File: src/rtl/tasrs_pkg.sv
// Package for the touch ADC SPI read sequencer.
// Holds request and result structs, the phase enum, register indexes and constants.
// No dependencies.
`timescale 1ns / 1ps

package tasrs_pkg;

  localparam int TX_BITS   = 8;
  localparam int RX_BITS   = 16;
  localparam int DROP_BITS = 4;

  localparam int CMD_W     = 8;
  localparam int SAMPLE_W  = 12;
  localparam int TICK_W    = 8;
  localparam int CFG_IDX_W = 2;
  localparam int CFG_DATA_W = 8;

  localparam int BITS_MAX  = (TX_BITS > RX_BITS) ? TX_BITS : RX_BITS;
  localparam int BIT_CNT_W = $clog2(BITS_MAX + 1);

  localparam logic [TICK_W-1:0] HALF_RESET = TICK_W'(1);
  localparam logic [TICK_W-1:0] WAIT_RESET = TICK_W'(6);

  localparam logic [CFG_IDX_W-1:0] CFG_HALF_PERIOD = CFG_IDX_W'(0);
  localparam logic [CFG_IDX_W-1:0] CFG_CONV_WAIT   = CFG_IDX_W'(1);

  typedef enum logic [2:0] {
    PH_IDLE  = 3'd0,
    PH_TX_LO = 3'd1,
    PH_TX_HI = 3'd2,
    PH_WAIT  = 3'd3,
    PH_BZ_LO = 3'd4,
    PH_BZ_HI = 3'd5,
    PH_RX_LO = 3'd6,
    PH_RX_HI = 3'd7
  } phase_t;

  typedef struct packed {
    logic             start_req;
    logic [CMD_W-1:0] cmd_byte;
    logic             miso_pin;
  } in_req_t;

  typedef struct packed {
    logic                sclk_pin;
    logic                mosi_pin;
    logic                cs_n_pin;
    logic                busy_res;
    logic                sample_valid;
    logic [SAMPLE_W-1:0] sample;
  } out_res_t;

endpackage

File: src/rtl/touch_adc_spi_read_sequencer.sv
// Touch ADC SPI read sequencer: pin-level SPI master, one request per timing tick.
// Shifts a command out, waits for conversion, clocks in a sample.
// Depends on tasrs_pkg.
// A result is registered in the cycle after its request is accepted.
// Throughput: one request per cycle while in_stall is low; the sequencer state advances once per request.
// The output register and a stall pass-through decouple the two channels.
// Reset (rst_n low, synchronous): phase idle, clock low, data low, chip select high,
// half period 1 tick, conversion wait 6 ticks, no result pending.
`timescale 1ns / 1ps

module touch_adc_spi_read_sequencer (
  input  logic                          clk,
  input  logic                          rst_n,
  input  logic                          in_valid,
  output logic                          in_stall,
  input  tasrs_pkg::in_req_t            in_req,
  output logic                          out_valid,
  input  logic                          out_stall,
  output tasrs_pkg::out_res_t           out_res,
  input  logic                          cfg_valid,
  output logic                          cfg_ready,
  input  logic [tasrs_pkg::CFG_IDX_W-1:0]  cfg_index,
  input  logic [tasrs_pkg::CFG_DATA_W-1:0] cfg_data
);
  import tasrs_pkg::*;

  logic [TICK_W-1:0]    half_r, wait_r;
  phase_t               phase_r, phase_nxt;
  logic [BIT_CNT_W-1:0] bit_cnt_r, bit_cnt_nxt;
  logic [TICK_W-1:0]    tick_r, tick_nxt;
  logic [TX_BITS-1:0]   tx_r, tx_nxt;
  logic [RX_BITS-1:0]   rx_r, rx_nxt;
  logic                 clk_lvl_r, clk_lvl_nxt;
  logic                 data_lvl_r, data_lvl_nxt;
  logic                 cs_lvl_r, cs_lvl_nxt;
  logic                 out_valid_r, out_valid_nxt;
  out_res_t             out_res_r, out_res_nxt;

  logic                 in_take;
  logic [TICK_W-1:0]    half_eff, limit;
  logic [BIT_CNT_W-1:0] bit_inc;
  logic [RX_BITS-1:0]   rx_shifted;
  logic                 done;

  assign cfg_ready = 1'b1;
  assign in_stall  = out_valid_r & out_stall;
  assign in_take   = in_valid & ~in_stall;
  assign out_valid = out_valid_r;
  assign out_res   = out_res_r;

  assign half_eff   = (half_r == '0) ? HALF_RESET : half_r;
  assign limit      = (phase_r == PH_WAIT) ? wait_r : half_eff;
  assign bit_inc    = bit_cnt_r + BIT_CNT_W'(1);
  assign rx_shifted = {rx_r[RX_BITS-2:0], in_req.miso_pin};

  always_ff @(posedge clk) begin
    if (!rst_n) begin
      half_r <= HALF_RESET;
      wait_r <= WAIT_RESET;
    end else if (cfg_valid && cfg_ready) begin
      unique case (cfg_index)
        CFG_HALF_PERIOD: half_r <= cfg_data;
        CFG_CONV_WAIT:   wait_r <= cfg_data;
        default: ;
      endcase
    end
  end

  always_ff @(posedge clk) begin
    if (!rst_n) begin
      phase_r     <= PH_IDLE;
      bit_cnt_r   <= '0;
      tick_r      <= '0;
      tx_r        <= '0;
      rx_r        <= '0;
      clk_lvl_r   <= 1'b0;
      data_lvl_r  <= 1'b0;
      cs_lvl_r    <= 1'b1;
      out_valid_r <= 1'b0;
    end else begin
      phase_r     <= phase_nxt;
      bit_cnt_r   <= bit_cnt_nxt;
      tick_r      <= tick_nxt;
      tx_r        <= tx_nxt;
      rx_r        <= rx_nxt;
      clk_lvl_r   <= clk_lvl_nxt;
      data_lvl_r  <= data_lvl_nxt;
      cs_lvl_r    <= cs_lvl_nxt;
      out_valid_r <= out_valid_nxt;
    end
  end

  always_ff @(posedge clk) begin
    if (in_take) begin
      out_res_r <= out_res_nxt;
    end
  end

  always_comb begin
    phase_nxt    = phase_r;
    bit_cnt_nxt  = bit_cnt_r;
    tick_nxt     = tick_r;
    tx_nxt       = tx_r;
    rx_nxt       = rx_r;
    clk_lvl_nxt  = clk_lvl_r;
    data_lvl_nxt = data_lvl_r;
    cs_lvl_nxt   = cs_lvl_r;
    done         = 1'b0;

    if (in_take) begin
      if (phase_r == PH_IDLE) begin
        if (in_req.start_req) begin
          tx_nxt       = TX_BITS'(in_req.cmd_byte);
          bit_cnt_nxt  = '0;
          tick_nxt     = TICK_W'(1);
          clk_lvl_nxt  = 1'b0;
          cs_lvl_nxt   = 1'b0;
          data_lvl_nxt = tx_nxt[TX_BITS-1];
          phase_nxt    = PH_TX_LO;
        end
      end else if (tick_r < limit) begin
        tick_nxt = tick_r + TICK_W'(1);
      end else begin
        tick_nxt = TICK_W'(1);
        unique case (phase_r)
          PH_TX_LO: begin
            clk_lvl_nxt = 1'b1;
            phase_nxt   = PH_TX_HI;
          end
          PH_TX_HI: begin
            if (bit_inc >= BIT_CNT_W'(TX_BITS)) begin
              bit_cnt_nxt = '0;
              if (wait_r != '0) begin
                phase_nxt = PH_WAIT;
              end else begin
                clk_lvl_nxt = 1'b0;
                phase_nxt   = PH_BZ_LO;
              end
            end else begin
              bit_cnt_nxt  = bit_inc;
              tx_nxt       = {tx_r[TX_BITS-2:0], 1'b0};
              data_lvl_nxt = tx_r[TX_BITS-2];
              clk_lvl_nxt  = 1'b0;
              phase_nxt    = PH_TX_LO;
            end
          end
          PH_WAIT: begin
            clk_lvl_nxt = 1'b0;
            phase_nxt   = PH_BZ_LO;
          end
          PH_BZ_LO: begin
            clk_lvl_nxt = 1'b1;
            phase_nxt   = PH_BZ_HI;
          end
          PH_BZ_HI: begin
            clk_lvl_nxt = 1'b0;
            rx_nxt      = '0;
            bit_cnt_nxt = '0;
            phase_nxt   = PH_RX_LO;
          end
          PH_RX_LO: begin
            clk_lvl_nxt = 1'b1;
            phase_nxt   = PH_RX_HI;
          end
          PH_RX_HI: begin
            rx_nxt = rx_shifted;
            if (bit_inc >= BIT_CNT_W'(RX_BITS)) begin
              bit_cnt_nxt  = '0;
              tick_nxt     = '0;
              clk_lvl_nxt  = 1'b0;
              data_lvl_nxt = 1'b0;
              cs_lvl_nxt   = 1'b1;
              phase_nxt    = PH_IDLE;
              done         = 1'b1;
            end else begin
              bit_cnt_nxt = bit_inc;
              clk_lvl_nxt = 1'b0;
              phase_nxt   = PH_RX_LO;
            end
          end
          default: ;
        endcase
      end
    end

    out_res_nxt.sclk_pin     = clk_lvl_nxt;
    out_res_nxt.mosi_pin     = data_lvl_nxt;
    out_res_nxt.cs_n_pin     = cs_lvl_nxt;
    out_res_nxt.busy_res     = (phase_nxt != PH_IDLE);
    out_res_nxt.sample_valid = done;
    out_res_nxt.sample       = done ? SAMPLE_W'(rx_shifted >> DROP_BITS) : '0;

    priority if (in_take) begin
      out_valid_nxt = 1'b1;
    end else if (!out_stall) begin
      out_valid_nxt = 1'b0;
    end else begin
      out_valid_nxt = out_valid_r;
    end
  end

  a_done_releases: assert property (@(posedge clk) disable iff (!rst_n)
    out_valid_r && out_res_r.sample_valid |-> out_res_r.cs_n_pin && !out_res_r.busy_res
      && !out_res_r.sclk_pin)
    else $error("completion result without released bus");

  a_cs_follows_phase: assert property (@(posedge clk) disable iff (!rst_n)
    (phase_r != PH_IDLE) == !cs_lvl_r)
    else $error("chip select out of step with phase");

  a_start_enters_tx: assert property (@(posedge clk) disable iff (!rst_n)
    in_take && in_req.start_req && phase_r == PH_IDLE |=> phase_r == PH_TX_LO
      && out_valid_r && out_res_r.busy_res)
    else $error("accepted start did not begin command phase");

  a_tick_bound: assert property (@(posedge clk) disable iff (!rst_n)
    phase_r == PH_IDLE |-> tick_r == '0 && bit_cnt_r == '0)
    else $error("counters not cleared in idle");

endmodule
File: config.mk
export PLATFORM = sky130hd
export DESIGN_NAME = touch_adc_spi_read_sequencer
export DESIGN_NICKNAME = d
export VERILOG_FILES = /design/src/rtl/tasrs_pkg.sv /design/src/rtl/touch_adc_spi_read_sequencer.sv
export SDC_FILE = /design/constraint.sdc
export NUM_CORES = 1
export LEC_CHECK = 0
export BUFFER_PORTS_ARGS = -buffer_cell sky130_fd_sc_hd__buf_2
export CAP_MARGIN = 15
export CORE_MARGIN = 1
export CORE_UTILIZATION = 57
export CTS_CLUSTER_DIAMETER = 60
export CTS_CLUSTER_SIZE = 30
export DETAILED_ROUTE_END_ITERATION = 16
export PLACE_DENSITY = 0.82
export SLEW_MARGIN = 5
export SYNTH_ARGS = -nofsm -noshare
export SYNTH_HDL_FRONTEND = slang
export SYNTH_SLANG_ARGS = --single-unit
File: constraint.sdc
create_clock -name clk -period 3.7 [get_ports clk]
set_input_delay 0.37 -clock clk [delete_from_list [all_inputs] [get_ports clk]]
set_output_delay 0.37 -clock clk [all_outputs]
set_load 0.01 [all_outputs]
After elaboration in Yosys (flattened, before gate mapping)
Index checks and enable logic that the tools add are counted.
{"block": "word_totals", "mem_bits_ro": 0, "latchBits": 0, "n_memories": 0, "in_bits": 25, "regBits": 75, "ram_bits": 0, "wordCells": 109, "output_inout_bits": 20}
{"block": "classes", "order_cmp": 3, "n_div": 0, "n_reduce_logical": 16, "bitwise_logic": 5, "mux": 54, "shifts": 0, "mul": 0, "n_eq_ne": 12, "n_addsub": 2}
{"op": "two-way mux 8 bit", "n": 5}
{"op": "two-way mux 7 bit", "n": 5}
{"op": "one-hot mux 15 bit (2 select lines)", "n": 1}
{"op": "two-way mux 1 bit", "n": 27}
{"op": "two-way mux 5 bit", "n": 5}
{"op": "two-way mux 3 bit", "n": 7}
{"op": "one-hot mux 3 bit (7 select lines)", "n": 1}
{"op": "one-hot mux 5 bit (3 select lines)", "n": 1}
{"op": "equality test 3 bit, second input constant", "n": 4}
{"op": "adder 8 x 1 -> 8 bit, second input constant", "n": 1}
{"op": "logical NOT 8 bit", "n": 1}
{"op": "< comparator 8 bit", "n": 1}
{"op": "AND reduction 4 bit", "n": 2}
{"op": "nonzero test 8 bit", "n": 1}
{"op": "equality test 3 x 2 -> 1 bit, second input constant", "n": 2}
{"op": "!= test 2 bit, second input constant", "n": 3}
{"op": "AND reduction 2 bit", "n": 3}
{"op": "OR reduction 3 bit", "n": 2}
{"op": "adder 5 x 1 -> 5 bit, second input constant", "n": 1}
{"op": ">= comparator 5 x 4 -> 1 bit, second input constant", "n": 1}
{"op": ">= comparator 5 bit, second input constant", "n": 1}
{"op": "AND reduction 5 bit", "n": 1}
{"op": "nonzero test 2 bit", "n": 2}
{"op": "nonzero test 4 bit", "n": 1}
{"op": "10 further kinds", "n": 13}

Depth between registers and ports, before layout
Gate-level depths: netlist (run 1).
{"block": "logic_depth", "depth_word": 8, "ltp_mapped": 13, "ltp_nobuf": 11}

Worst setup path after synthesis (run 1)
No wires, ideal clock.
{"block": "synth_timing", "path_kind": "reg2reg", "from": "register phase_r[0]", "to": "register tx_r[3]", "path_slack_ps": 1045, "period_less_slack_ps": 2655, "setup_ps": 132, "path_buffers": 3, "path_stages_with_launch": 13, "arrival_time_ps": 2522, "cell_sequence": "dfxtp_1 -> buf_4 -> nand3b_1 -> buf_6 -> mux2i_1 -> ha_1 -> and3_1 -> a221oi_1 -> nand2_1 -> o21ai_1 -> buf_4 -> a21o_1 -> a21oi_1"}
{"block": "synth_between", "elab_chain_len": 5, "word_cells_on_any_way": 11, "cone_classes": "1 x order compare; 5 x eq/ne; 2 x mux; 3 x reduce/logical"}
{"item": "from (decl)", "line": "touch_adc_spi_read_sequencer.sv:28", "text": "phase_t phase_r, phase_nxt;"}
{"item": "from (signal assigned)", "line": "touch_adc_spi_read_sequencer.sv:81", "text": "phase_r <= phase_nxt;"}
{"item": "equality test 3 x 2 -> 1 bit", "line": "touch_adc_spi_read_sequencer.sv:52", "text": "assign limit = (phase_r == PH_WAIT) ? wait_r : half_eff;"}
{"item": "two-way mux 8 bit", "line": "touch_adc_spi_read_sequencer.sv:52"}
{"item": "< comparator 8 bit", "line": "touch_adc_spi_read_sequencer.sv:121", "text": "end else if (tick_r < limit) begin"}
{"item": "!= test 2 bit (no source line)"}
{"item": "AND reduction 5 bit (no source line)"}
{"item": "to (signal assigned)", "line": "touch_adc_spi_read_sequencer.sv:84", "text": "tx_r <= tx_nxt;"}
{"item": "to (decl)", "line": "touch_adc_spi_read_sequencer.sv:31", "text": "logic [TX_BITS-1:0] tx_r, tx_nxt;"}
Several ways; a longest one is shown, not always the timed one.
A chain may end at the register's enable or synchronous reset.

==> results of run 1 <==
[registers in the layout (all words and copies together), names as in the netlist, 3 cells and up]
signal,cells
bit_cnt_r,5
half_r,8
out_res,17
phase_r,3
rx_r,15
tick_r,8
tx_r,7
wait_r,8
[routing by layer]
metal | vias up | wire length (um) | track usage
met2 | 96 | 3690 | 0.411
met3 | 20 | 380 | 0.0438
met4 | 0 | 220 | 0.143
li1 | 1453 | - | -
met5 | - | 0 | 0
met1 | 1412 | 3530 | 0.328
[synthesized netlist by cell type, types with 8 or more instances]
cell	n
dfxtp_1	58
nand2_1	55
a21oi_1	29
nor2_1	26
mux2i_1	23
nand3_1	22
edfxtp_1	17
and2_1	15
clkbuf_1	10
a21o_1	9
ha_1	9
inv_1	9
o21ai_0	8
[timing repair]
item,in CTS,in global routing
buffers inserted,0,5
endpoints found under the setup margin,0,9
resized for setup,0,0
[path summary, 6_finish.rpt]
kind	cells past startpoint	startpoint	endpoint
setup / recovery	13	phase_r[2]	out_res[13]
hold / removal	2	in_valid	out_valid
hold reg to reg	2	rx_r[2]	rx_r[2]
setup reg to reg	13	phase_r[2]	out_res[13]
[layout make-up]
class                   instances  area, sq um  share of cell area
repair buffers                 56          333              0.0810
flip-flops and latches         75         1670               0.407
well taps                      75         93.8              0.0229
clock buffers                   9          124              0.0302
multi-input cells             277         1750               0.425
inverters                      10         37.5             0.00914
clock inverters                 7          100              0.0244
[worst max-delay path: stages, from the launching register on]
cell	delay, ns
dfxtp_1	0.58
nand3b_1	0.16
buf_4	0.17
buf_4	0.14
mux2i_1	0.18
ha_1	0.26
a211oi_1	0.33
o211a_4	0.24
a21oi_4	0.09
nand2b_4	0.19
nand3_2	0.14
inv_2	0.12
or3_1	0.36
nand4_1	0.10
[cell families after synthesis]
kind of cell | Yosys count
simple gates | 156
compound gates | 78
flops | 75
buf+inv | 32
mux | 24
fa+ha+maj | 9
xor+xnor | 9
other cells | 1
[power breakdown]
group	internal [mW]	switching (mW)	leakage, nW
Combinational	0.0688	0.0996	0.948
Clock	0.384	0.325	0.114
Sequential	0.862	0.0166	0.638
Total	1.32	0.441	1.70
[stage by stage]
stage	cells	area (sq um)	power (mW)	hold slack [ns]	setup slack, ns
3_5_place_dp	487	3820	1.06	0.441	0.332
2_1_floorplan	384	3560	1.00	0.427	1.05
6_report	509	4110	1.76	0.229	0.510
4_1_cts	503	4040	1.75	0.224	0.290
5_1_grt	509	4110	1.81	0.234	0.179
3_3_place_gp	487	3820	1.05	0.435	0.422
==> results.md, run 1 <==
* Status: completed
* Post-Synth XOR/XNOR Area at 0.0221
* Final design utilization at 0.685
* Synthesized area at 0.00356 sq mm
* Compound-gate portion of the synthesized area at 0.152
* Worst-Skew Late Latency at between 0.3 and 0.4 ns
* Vias per inst at about 5.9
* CTS Hold Bufs at 0
* Fillers at between 400 and 500
* Max cap viols at 0
* Worst Hold Class: in2reg
* Grt total ovfl at 0
* CP max FO at 15
* Seq/Total Area, Yosys at 0.469
* Setup violators final at 0
* Area Overhead vs Synth at 15.2%
* Slew HR at 0.524
* Core Area at between 0.005 and 0.006 sq mm
* Commonest non-fill, non-tap cell in the layout: dfxtp_1
* Die ar. at ~0.0066 sq mm
* Gpl congestion at 0.836
* DRT Pass-1 Iters at 5
* Commonest non-fill, non-tap cells in the layout: dfxtp_1, nand2_1, buf_2
* Clk buf depth at 2
* Post-synth top area cell: dfxtp_1
* Netlist cell types at 55
* Critical setup path kind: reg2reg
* Pwr/cell area at between 400 and 500 mW/mm^2
* ANT cells at 0
* Synth async-reset ratio at 0
* # DRC at 0
* FMAX at between 300 and 400 MHz
* CP arrival at roughly 3.4 ns
* Synth Net Count at between 400 and 500
* CTS tree: built
* IR drop worst, VDD at ~0.32 mV
* YS warnings at 0
* Top Ports at 45
* Starting density of the core at 0.595
* I/O Buffers at 43
* Slew Limit Fails at 0
* Clock skew at around 0.015 ns
* Worst path required time at between 3 and 4 ns
* RSZ-0062 raised after global routing: no
* Net total in the final layout at approximately 460
* Final min period at approximately 3.2 ns
* Synth Flop Type: dfxtp_1
* Drt first-iter violations at between 200 and 300
* Leak at between 1.5 and 2 nW
* DIE WIDTH at just over 80 um
* DRT antenna net count at 0
* H-tree depth at 3
* Setup tns final at 0 ns
* Global-route wire length before repair at around 13 mm
* CTS Sinks at 75
* Final Hold Fails at 0
* Vias in the first global route at about 2700
* Largest family of logic cells by synthesized area: simple AND/OR/NAND/NOR gates
* Avg Cell Area, Syn at roughly 9.3 sq um
* Tcrit/Tclk final at 0.862
* Post-synthesis simple-gate area fraction at 0.214
* Total CTS buffers at 9
* Routed WL per cell at between 15 and 20 um
* Synth Area in Adders at 0.0316
* Crit path capture type: flip-flop
* Vias at around 3000
* Post-synthesis mux area share at 0.0678
* Num rows at 28
* Startpoint Class: flip-flop
* Synth top area share at 0.326
* Synth area leaders: dfxtp_1, edfxtp_1, mux2i_1
* Worst Tran Pin Value at a little over 0.7 ns
* Largest net degree at the start of global routing at 40
* Cells after synthesis at around 380
* CTS root buffer: clkbuf_8
* Fraction of layout cells with a size suffix above 1 at 0.196
* Setup slack, reg-to-reg at 0.51 ns
* Initial antenna violation count at 0
* Synth Register Bits at 75
* DP HPWL at between 5 and 6 mm
* Clock transition at the registers of the reported paths at approximately 0.080 ns
* Total wire length at a little under 8 mm
* Number of synthesized flops with an enable pin at 17
* Total GRT Usage at 0.257
* Die H at between 80 and 90 um
Note: power is estimated with default switching activity, not from simulation.
==> inputs of run 2 (changes only) <==
- ABC_AREA: default -> 1
- CELL_PAD_IN_SITES_DETAIL_PLACEMENT: default -> 1
- CELL_PAD_IN_SITES_GLOBAL_PLACEMENT: default -> 2
- CORE_UTILIZATION: 57 -> 33
- PLACE_DENSITY: 0.82 -> 0.81
==> results.md, run 2 <==
* Status: completed
* Clock skew at 0.0198 ns (+0.00510 ns)
* Setup violators final at 0 (unchanged)
* Total CTS buffers at 9 (unchanged)
* Seq/Total Area, Yosys at 0.450 (-0.0187)
* Vias in the first global route at 3243 (+20%)
* Final min period at 2.69 ns (-0.497 ns)
* Synthesized area at 0.00371 sq mm (+4.1%)
* Max reg flops at 17 (unchanged)
* # DRC at 0 (unchanged)
* Worst Hold Class: in2reg
* Worst path required time at 3.82 ns (-0.10 ns)
* DRT Pass-1 Iters at 4 (-1)
* Worst-Skew Late Latency at 0.37 ns (about the same)
* Fin cells at 672 (+32%)
* Grt total ovfl at 0 (unchanged)
* Clk buf depth at 2 (unchanged)
* CP max FO at 17 (+2)
* Total wire length at 8.98 mm (+15%)
* Pwr/cell area at 415 mW/mm^2 (-2.9%)
* Post-layout instance area at 0.00418 sq mm (+1.8%)
* Total GRT Usage at 0.170 (-0.0870)
* Final design utilization at 0.384 (-0.301)
* Tot Pwr at 1.74 mW (-1.1%)
* Commonest non-fill, non-tap cells in the layout: nand2_1, nor2_1, inv_1
* Vias per inst at 4.74 (-19%)
* ANT cells at 0 (unchanged)
* PostCTS Resize Cnt at 0 (unchanged)
* Num rows at 38 (+36%)
* Number of synthesized flops with an enable pin at 17 (unchanged)
* Setup bufs post-CTS at 0 (unchanged)
* I/O Buffers at 43 (unchanged)
* Post-synth top area cell: dfxtp_1
* Slew Limit Fails at 0 (unchanged)
* Synth Flop Type: dfxtp_1
* Synth async-reset ratio at 0 (unchanged)
* IR drop worst, VDD at 0.194 mV (-39%)
* Worst setup margin at 1.01 ns (+0.497 ns)
* Area Overhead vs Synth at 12.7%
* Hold WS at 0.233 ns (+0.00378 ns)
* Routed WL per cell at 13.4 um (-13%)
* Leak at 1.84 nW (+8.1%)
* Synth Net Count at 524 (+25%)
* Commonest non-fill, non-tap cell in the layout: nand2_1
* Slew HR at 0.622 (+0.0977)
* CP arrival at 2.81 ns (-0.60 ns)
* DIE WIDTH at 108 um (+33%)
* Top Ports at 45 (unchanged)
* DRT antenna net count at 0 (unchanged)
* Synth top area share at 0.313 (-0.0130)
* Drt first-iter violations at 112 (-57%)
* Synth area leaders: dfxtp_1, edfxtp_1, nand2_1
* Vias at 3182 (+6.7%)
* Startpoint Class: flip-flop
* Max cap viols at 0 (unchanged)
* Starting density of the core at 0.341 (-0.254)
* Clock transition at the registers of the reported paths at 0.08 ns (about the same)
* Final Hold Fails at 0 (unchanged)
* Fraction of layout cells with a size suffix above 1 at 0.165 (-0.0304)
* DP HPWL at 6.63 mm (+27%)
* Most frequent cell after synthesis: nand2_1
* Worst Tran Pin Value at 0.562 ns (-0.150 ns)
* CTS Sinks at 75 (unchanged)
* Setup tns final at 0 ns (unchanged)
* Tcrit/Tclk final at 0.728 (-0.134)
* CTS root buffer: clkbuf_8
* Die H at 108 um (+33%)
* Die ar. at 0.0117 sq mm (+78%)
* Gpl congestion at 0.798 (-4.6%)
* Global-route wire length before repair at 15.2 mm (+19%)
* CTS Hold Bufs at 0 (unchanged)
* H-tree depth at 3 (unchanged)
* FMAX at 371 MHz (+18%)
* Net total in the final layout at 561 (+21%)
* Core Area at 0.0109 sq mm (+82%)
* Avg Cell Area, Syn at 7.57 sq um (-18%)
* Critical setup path kind: reg2reg
* Placed inst area at 0.00401 sq mm (+4.9%)
* RSZ-0062 raised after global routing: no
* Crit path capture type: flip-flop
* Largest net degree at the start of global routing at 31 (-23%)
* Cells after DPL at 656 (+35%)
* Cells after synthesis at 490 (+28%)
* Synth Register Bits at 75 (unchanged)
* Pre-CTS setup slack at 0.988 ns (+0.656 ns)
* CTS tree: built
* Initial antenna violation count at 0 (unchanged)
* YS warnings at 0 (unchanged)
* Netlist cell types at 35 (-36%)
* Most frequent cells after synthesis: nand2_1, nor2_1, inv_1
-- run 2: cell count changes in the layout (fill, tap and decap cells not counted), moves of 7 or more --
cell / before / now
mux2i_1: 23 / 0
and2_1: 15 / 0
nand2_1: 55 / 98
o21ai_1: 2 / 15
o21ai_0: 8 / 31
a21o_1: 9 / 0
nor2_1: 26 / 86
buf_4: 12 / 1
inv_1: 9 / 60
or3_1: 7 / 0
-- run 2: area by class of cell --
type | instances | area [sq um]
clock buffer | 9 | 124
clock inverter | 7 | 51.3
fill | 1372 | 6710
inverter | 65 | 244
multi-input combinational | 332 | 1690
sequential | 75 | 1670
tap | 140 | 175
timing repair buffer | 44 | 223
-- run 2: final timing paths --
path | from | to | slack [ns] | cells after the start
hold reg to reg | tx_r[0] | tx_r[0] | 0.47 | 2
setup reg to reg | phase_r[1] | out_res[13] | 1.01 | 13
setup / recovery | phase_r[1] | out_res[13] | 1.01 | 13
hold / removal | cfg_data[0] | half_r[0] | 0.23 | 3
-- run 2: critical path, cell delays in order, from the launching register on --
cell,delay (ns)
dfxtp_1,0.50
nand2_4,0.13
nor2_8,0.22
nand2_1,0.07
o21ai_0,0.08
ha_1,0.27
a21oi_1,0.16
nor2_1,0.08
a211oi_4,0.33
nand2_4,0.16
nand2_1,0.14
nand2_1,0.06
o21ai_0,0.11
nand3_1,0.11
-- run 2: layer usage --
layer,wire length (um),part of all wire,GRT usage,up-vias
met5,0,0,0,-
met4,129,0.014,0.0646,0
met3,319,0.036,0.0434,12
met2,4220,0.47,0.283,47
met1,4310,0.48,0.209,1496
li1,-,-,-,1627
-- run 2: power breakdown --
part           switching [mW]  internal (mW)
combinational           0.174         0.0793
sequential             0.0224          0.874
clock                   0.340          0.246
total                   0.537           1.20
-- run 2: logic make-up after synthesis --
group,count (synthesis),share of synthesized area
flops,75,0.450
xor+xnor,8,0.0189
fa+ha+maj,9,0.0303
simple gates,236,0.289
buf+inv,83,0.0941
other cells,1,0.00101
compound gates,78,0.116
==> inputs of run 3 (changes only) <==
- CORE_UTILIZATION: 33 -> 30
- PLACE_DENSITY: 0.81 -> 0.78
- clock period: 3.7 -> 2.4 ns (I/O delays scaled with it)
==> results.md, run 3 (synthesis results as in run 2) <==
* Final min period at 2.32 ns (-0.376 ns)
* Int Pwr at 2.35 mW (+96%)
* Drt first-iter violations at 118 (+5.4%)
* Worst-Skew Late Latency at 0.35 ns (-0.02 ns)
* Commonest non-fill, non-tap cells in the layout: nand2_1, nor2_1, inv_1
* ANT cells at 0 (unchanged)
* Global-route wire length before repair at 15.4 mm (+1.8%)
* Core Area at 0.0120 sq mm (+10%)
* Top Ports at 45 (unchanged)
* Grt total ovfl at 0 (unchanged)
* Clock skew at 0.0104 ns (-0.00934 ns)
* Combinational Power Share at 0.157 (+0.011)
* Final Hold Fails at 0 (unchanged)
* Fraction of layout cells with a size suffix above 1 at 0.255 (+0.0895)
* Cells after DPL at 674 (+2.7%)
* I/O Buffers at 43 (unchanged)
* Total GRT Usage at 0.157 (-0.0128)
* Crit path capture type: flip-flop
* Tot Pwr at 3.28 mW (+89%)
* CP arrival at 2.43 ns (-0.38 ns)
* Die ar. at 0.0128 sq mm (+9.8%)
* Fin cells at 704 (+4.8%)
* Max reg flops at 17 (unchanged)
* Clk buf depth at 2 (unchanged)
* Worst Tran Pin Value at 0.585 ns (+0.0225 ns)
* Commonest non-fill, non-tap cell in the layout: nand2_1
* Total wire length at 10.2 mm (+13%)
* Setup violators final at 0 (unchanged)
* RSZ-0062 raised after global routing: yes
* Slew HR at 0.610 (-0.0127)
* CTS tree: built
* Leak at 2.05 nW (+12%)
* CP max FO at 8 (-9)
* Vias in the first global route at 3152 (-2.8%)
* Num rows at 40 (+5.3%)
* FMAX at 432 MHz (+16%)
* Clock transition at the registers of the reported paths at 0.07 ns (about the same)
* Startpoint Class: flip-flop
* Area Overhead vs Synth at 26.3%
* Hold Path Cell Cnt at 3 (unchanged)
* IR drop worst, VDD at 0.397 mV (+100%)
* Tcrit/Tclk final at 0.965 (+0.238)
* Worst Hold Class: in2reg
* Slew Limit Fails at 0 (unchanged)
* Clk pwr share at 0.423 (+0.085)
* Largest net degree at the start of global routing at 31 (unchanged)
* Die H at 113 um (+4.8%)
* Status: completed
* Starting density of the core at 0.309 (-0.0319)
* # DRC at 0 (unchanged)
* DP HPWL at 6.82 mm (+2.8%)
* H-tree depth at 3 (unchanged)
* Gpl congestion at 0.831 (+4.1%)
* Critical setup path kind: reg2reg
* Routed WL per cell at 14.4 um (+8.1%)
* Vias at 3289 (+3.4%)
* DIE WIDTH at 113 um (+4.8%)
* RR Startpoint: phase_r[1]
* Total CTS buffers at 9 (unchanged)
* Max cap viols at 0 (unchanged)
* HP Start: cfg_data[0]
* CTS Sinks at 75 (unchanged)
* Seq pwr share at 0.420 (-0.096)
* Switching portion of total power at 0.285 (-0.0237)
* FF-to-FF End: out_res[15]
* Initial antenna violation count at 0 (unchanged)
* CTS Hold Bufs at 0 (unchanged)
* Psw at 937 uW (+75%)
* DRT Pass-1 Iters at 4 (unchanged)
* Pwr/cell area at 700 mW/mm^2 (+69%)
* DRT antenna net count at 0 (unchanged)
* Setup slack, reg-to-reg at 0.08 ns (-0.92 ns)
* Vias per inst at 4.67 (-1.3%)
* Worst setup path start: phase_r[1]
* CTS root buffer: clkbuf_16
* Reg2reg path depth at 17 (+4)
* Worst path required time at 2.52 ns (-1.30 ns)
* Net total in the final layout at 586 (+4.5%)
* End of the worst hold path: half_r[0]
-- run 3: cell types whose count changed in the layout (fill, tap and decap cells not counted), sizes merged --
cell and change:
buf +21, bufinv +1, clkinvlp -1, nand3 +3, nand4 +1
-- run 3: per-stage QoR --
step           setup WS [ns]  hold WS (ns)   util  cell area [sq um]  TNS [ns]
6_report              0.0829         0.124  0.390               4690         0
5_1_grt              -0.0607         0.113  0.390               4690    -0.562
4_1_cts               0.0113         0.118  0.366               4400         0
3_5_place_dp          0.0588         0.464  0.341               4100         0
3_3_place_gp           0.107         0.455  0.341               4100         0
2_1_floorplan        -0.0162         0.366      -               3730   -0.0162
-- run 3: worst max-delay path, cell delays in order, from the launching register on --
cell      delay, ns
dfxtp_2        0.36
nand2_4        0.09
nor2_8         0.15
buf_6          0.13
nand2_2        0.04
o21ai_1        0.08
ha_1           0.25
nand2_2        0.07
nor2_2         0.05
a211oi_4       0.21
buf_6          0.15
nand2_8        0.08
nand2_4        0.08
nand2_2        0.05
nand2_2        0.06
nand2_2        0.05
nand2_2        0.10
inv_2          0.04
-- run 3: what timing repair did --
item                       4_1_cts  5_1_grt
setup buffers                    0       10
gates resized for setup          0       53
setup endpoints to repair        0       37
-- run 3: final cells by class --
cell class,instances,area [sq um]
clock buffers,9,225
clock inverters,7,76.3
well taps,147,184
flip-flops and latches,75,1680
repair buffers,65,414
fillers,1492,7320
multi-input cells,336,1870
inverters,65,244
-- run 3: power groups by stage --
stage | combinational (mW) | sequential, mW | clock, mW
floorplan | 0.280 | 1.41 | 0
global placement | 0.415 | 1.40 | 0
detailed placement | 0.424 | 1.41 | 0
CTS | 0.428 | 1.38 | 1.42
global route | 0.570 | 1.39 | 1.48
finish | 0.514 | 1.38 | 1.39
-- run 3: how the worst max path moves through the flow --
stage | endpoint | cells past startpoint
6_report | out_res[15] | 17
5_1_grt | rx_r[6] | 15
4_1_cts | out_res[15] | 15
3_3_place_gp | out_res[13] | 13
2_1_floorplan | out_res[13] | 14
3_5_place_dp | tx_r[6] | 14
-- run 3: routing by layer --
metal	track usage	vias up	part of all wire
li1	-	1696	-
met1	0.192	1541	0.47
met2	0.260	40	0.49
met3	0.0466	12	0.030
met4	0.0579	0	0.014
met5	0	-	0
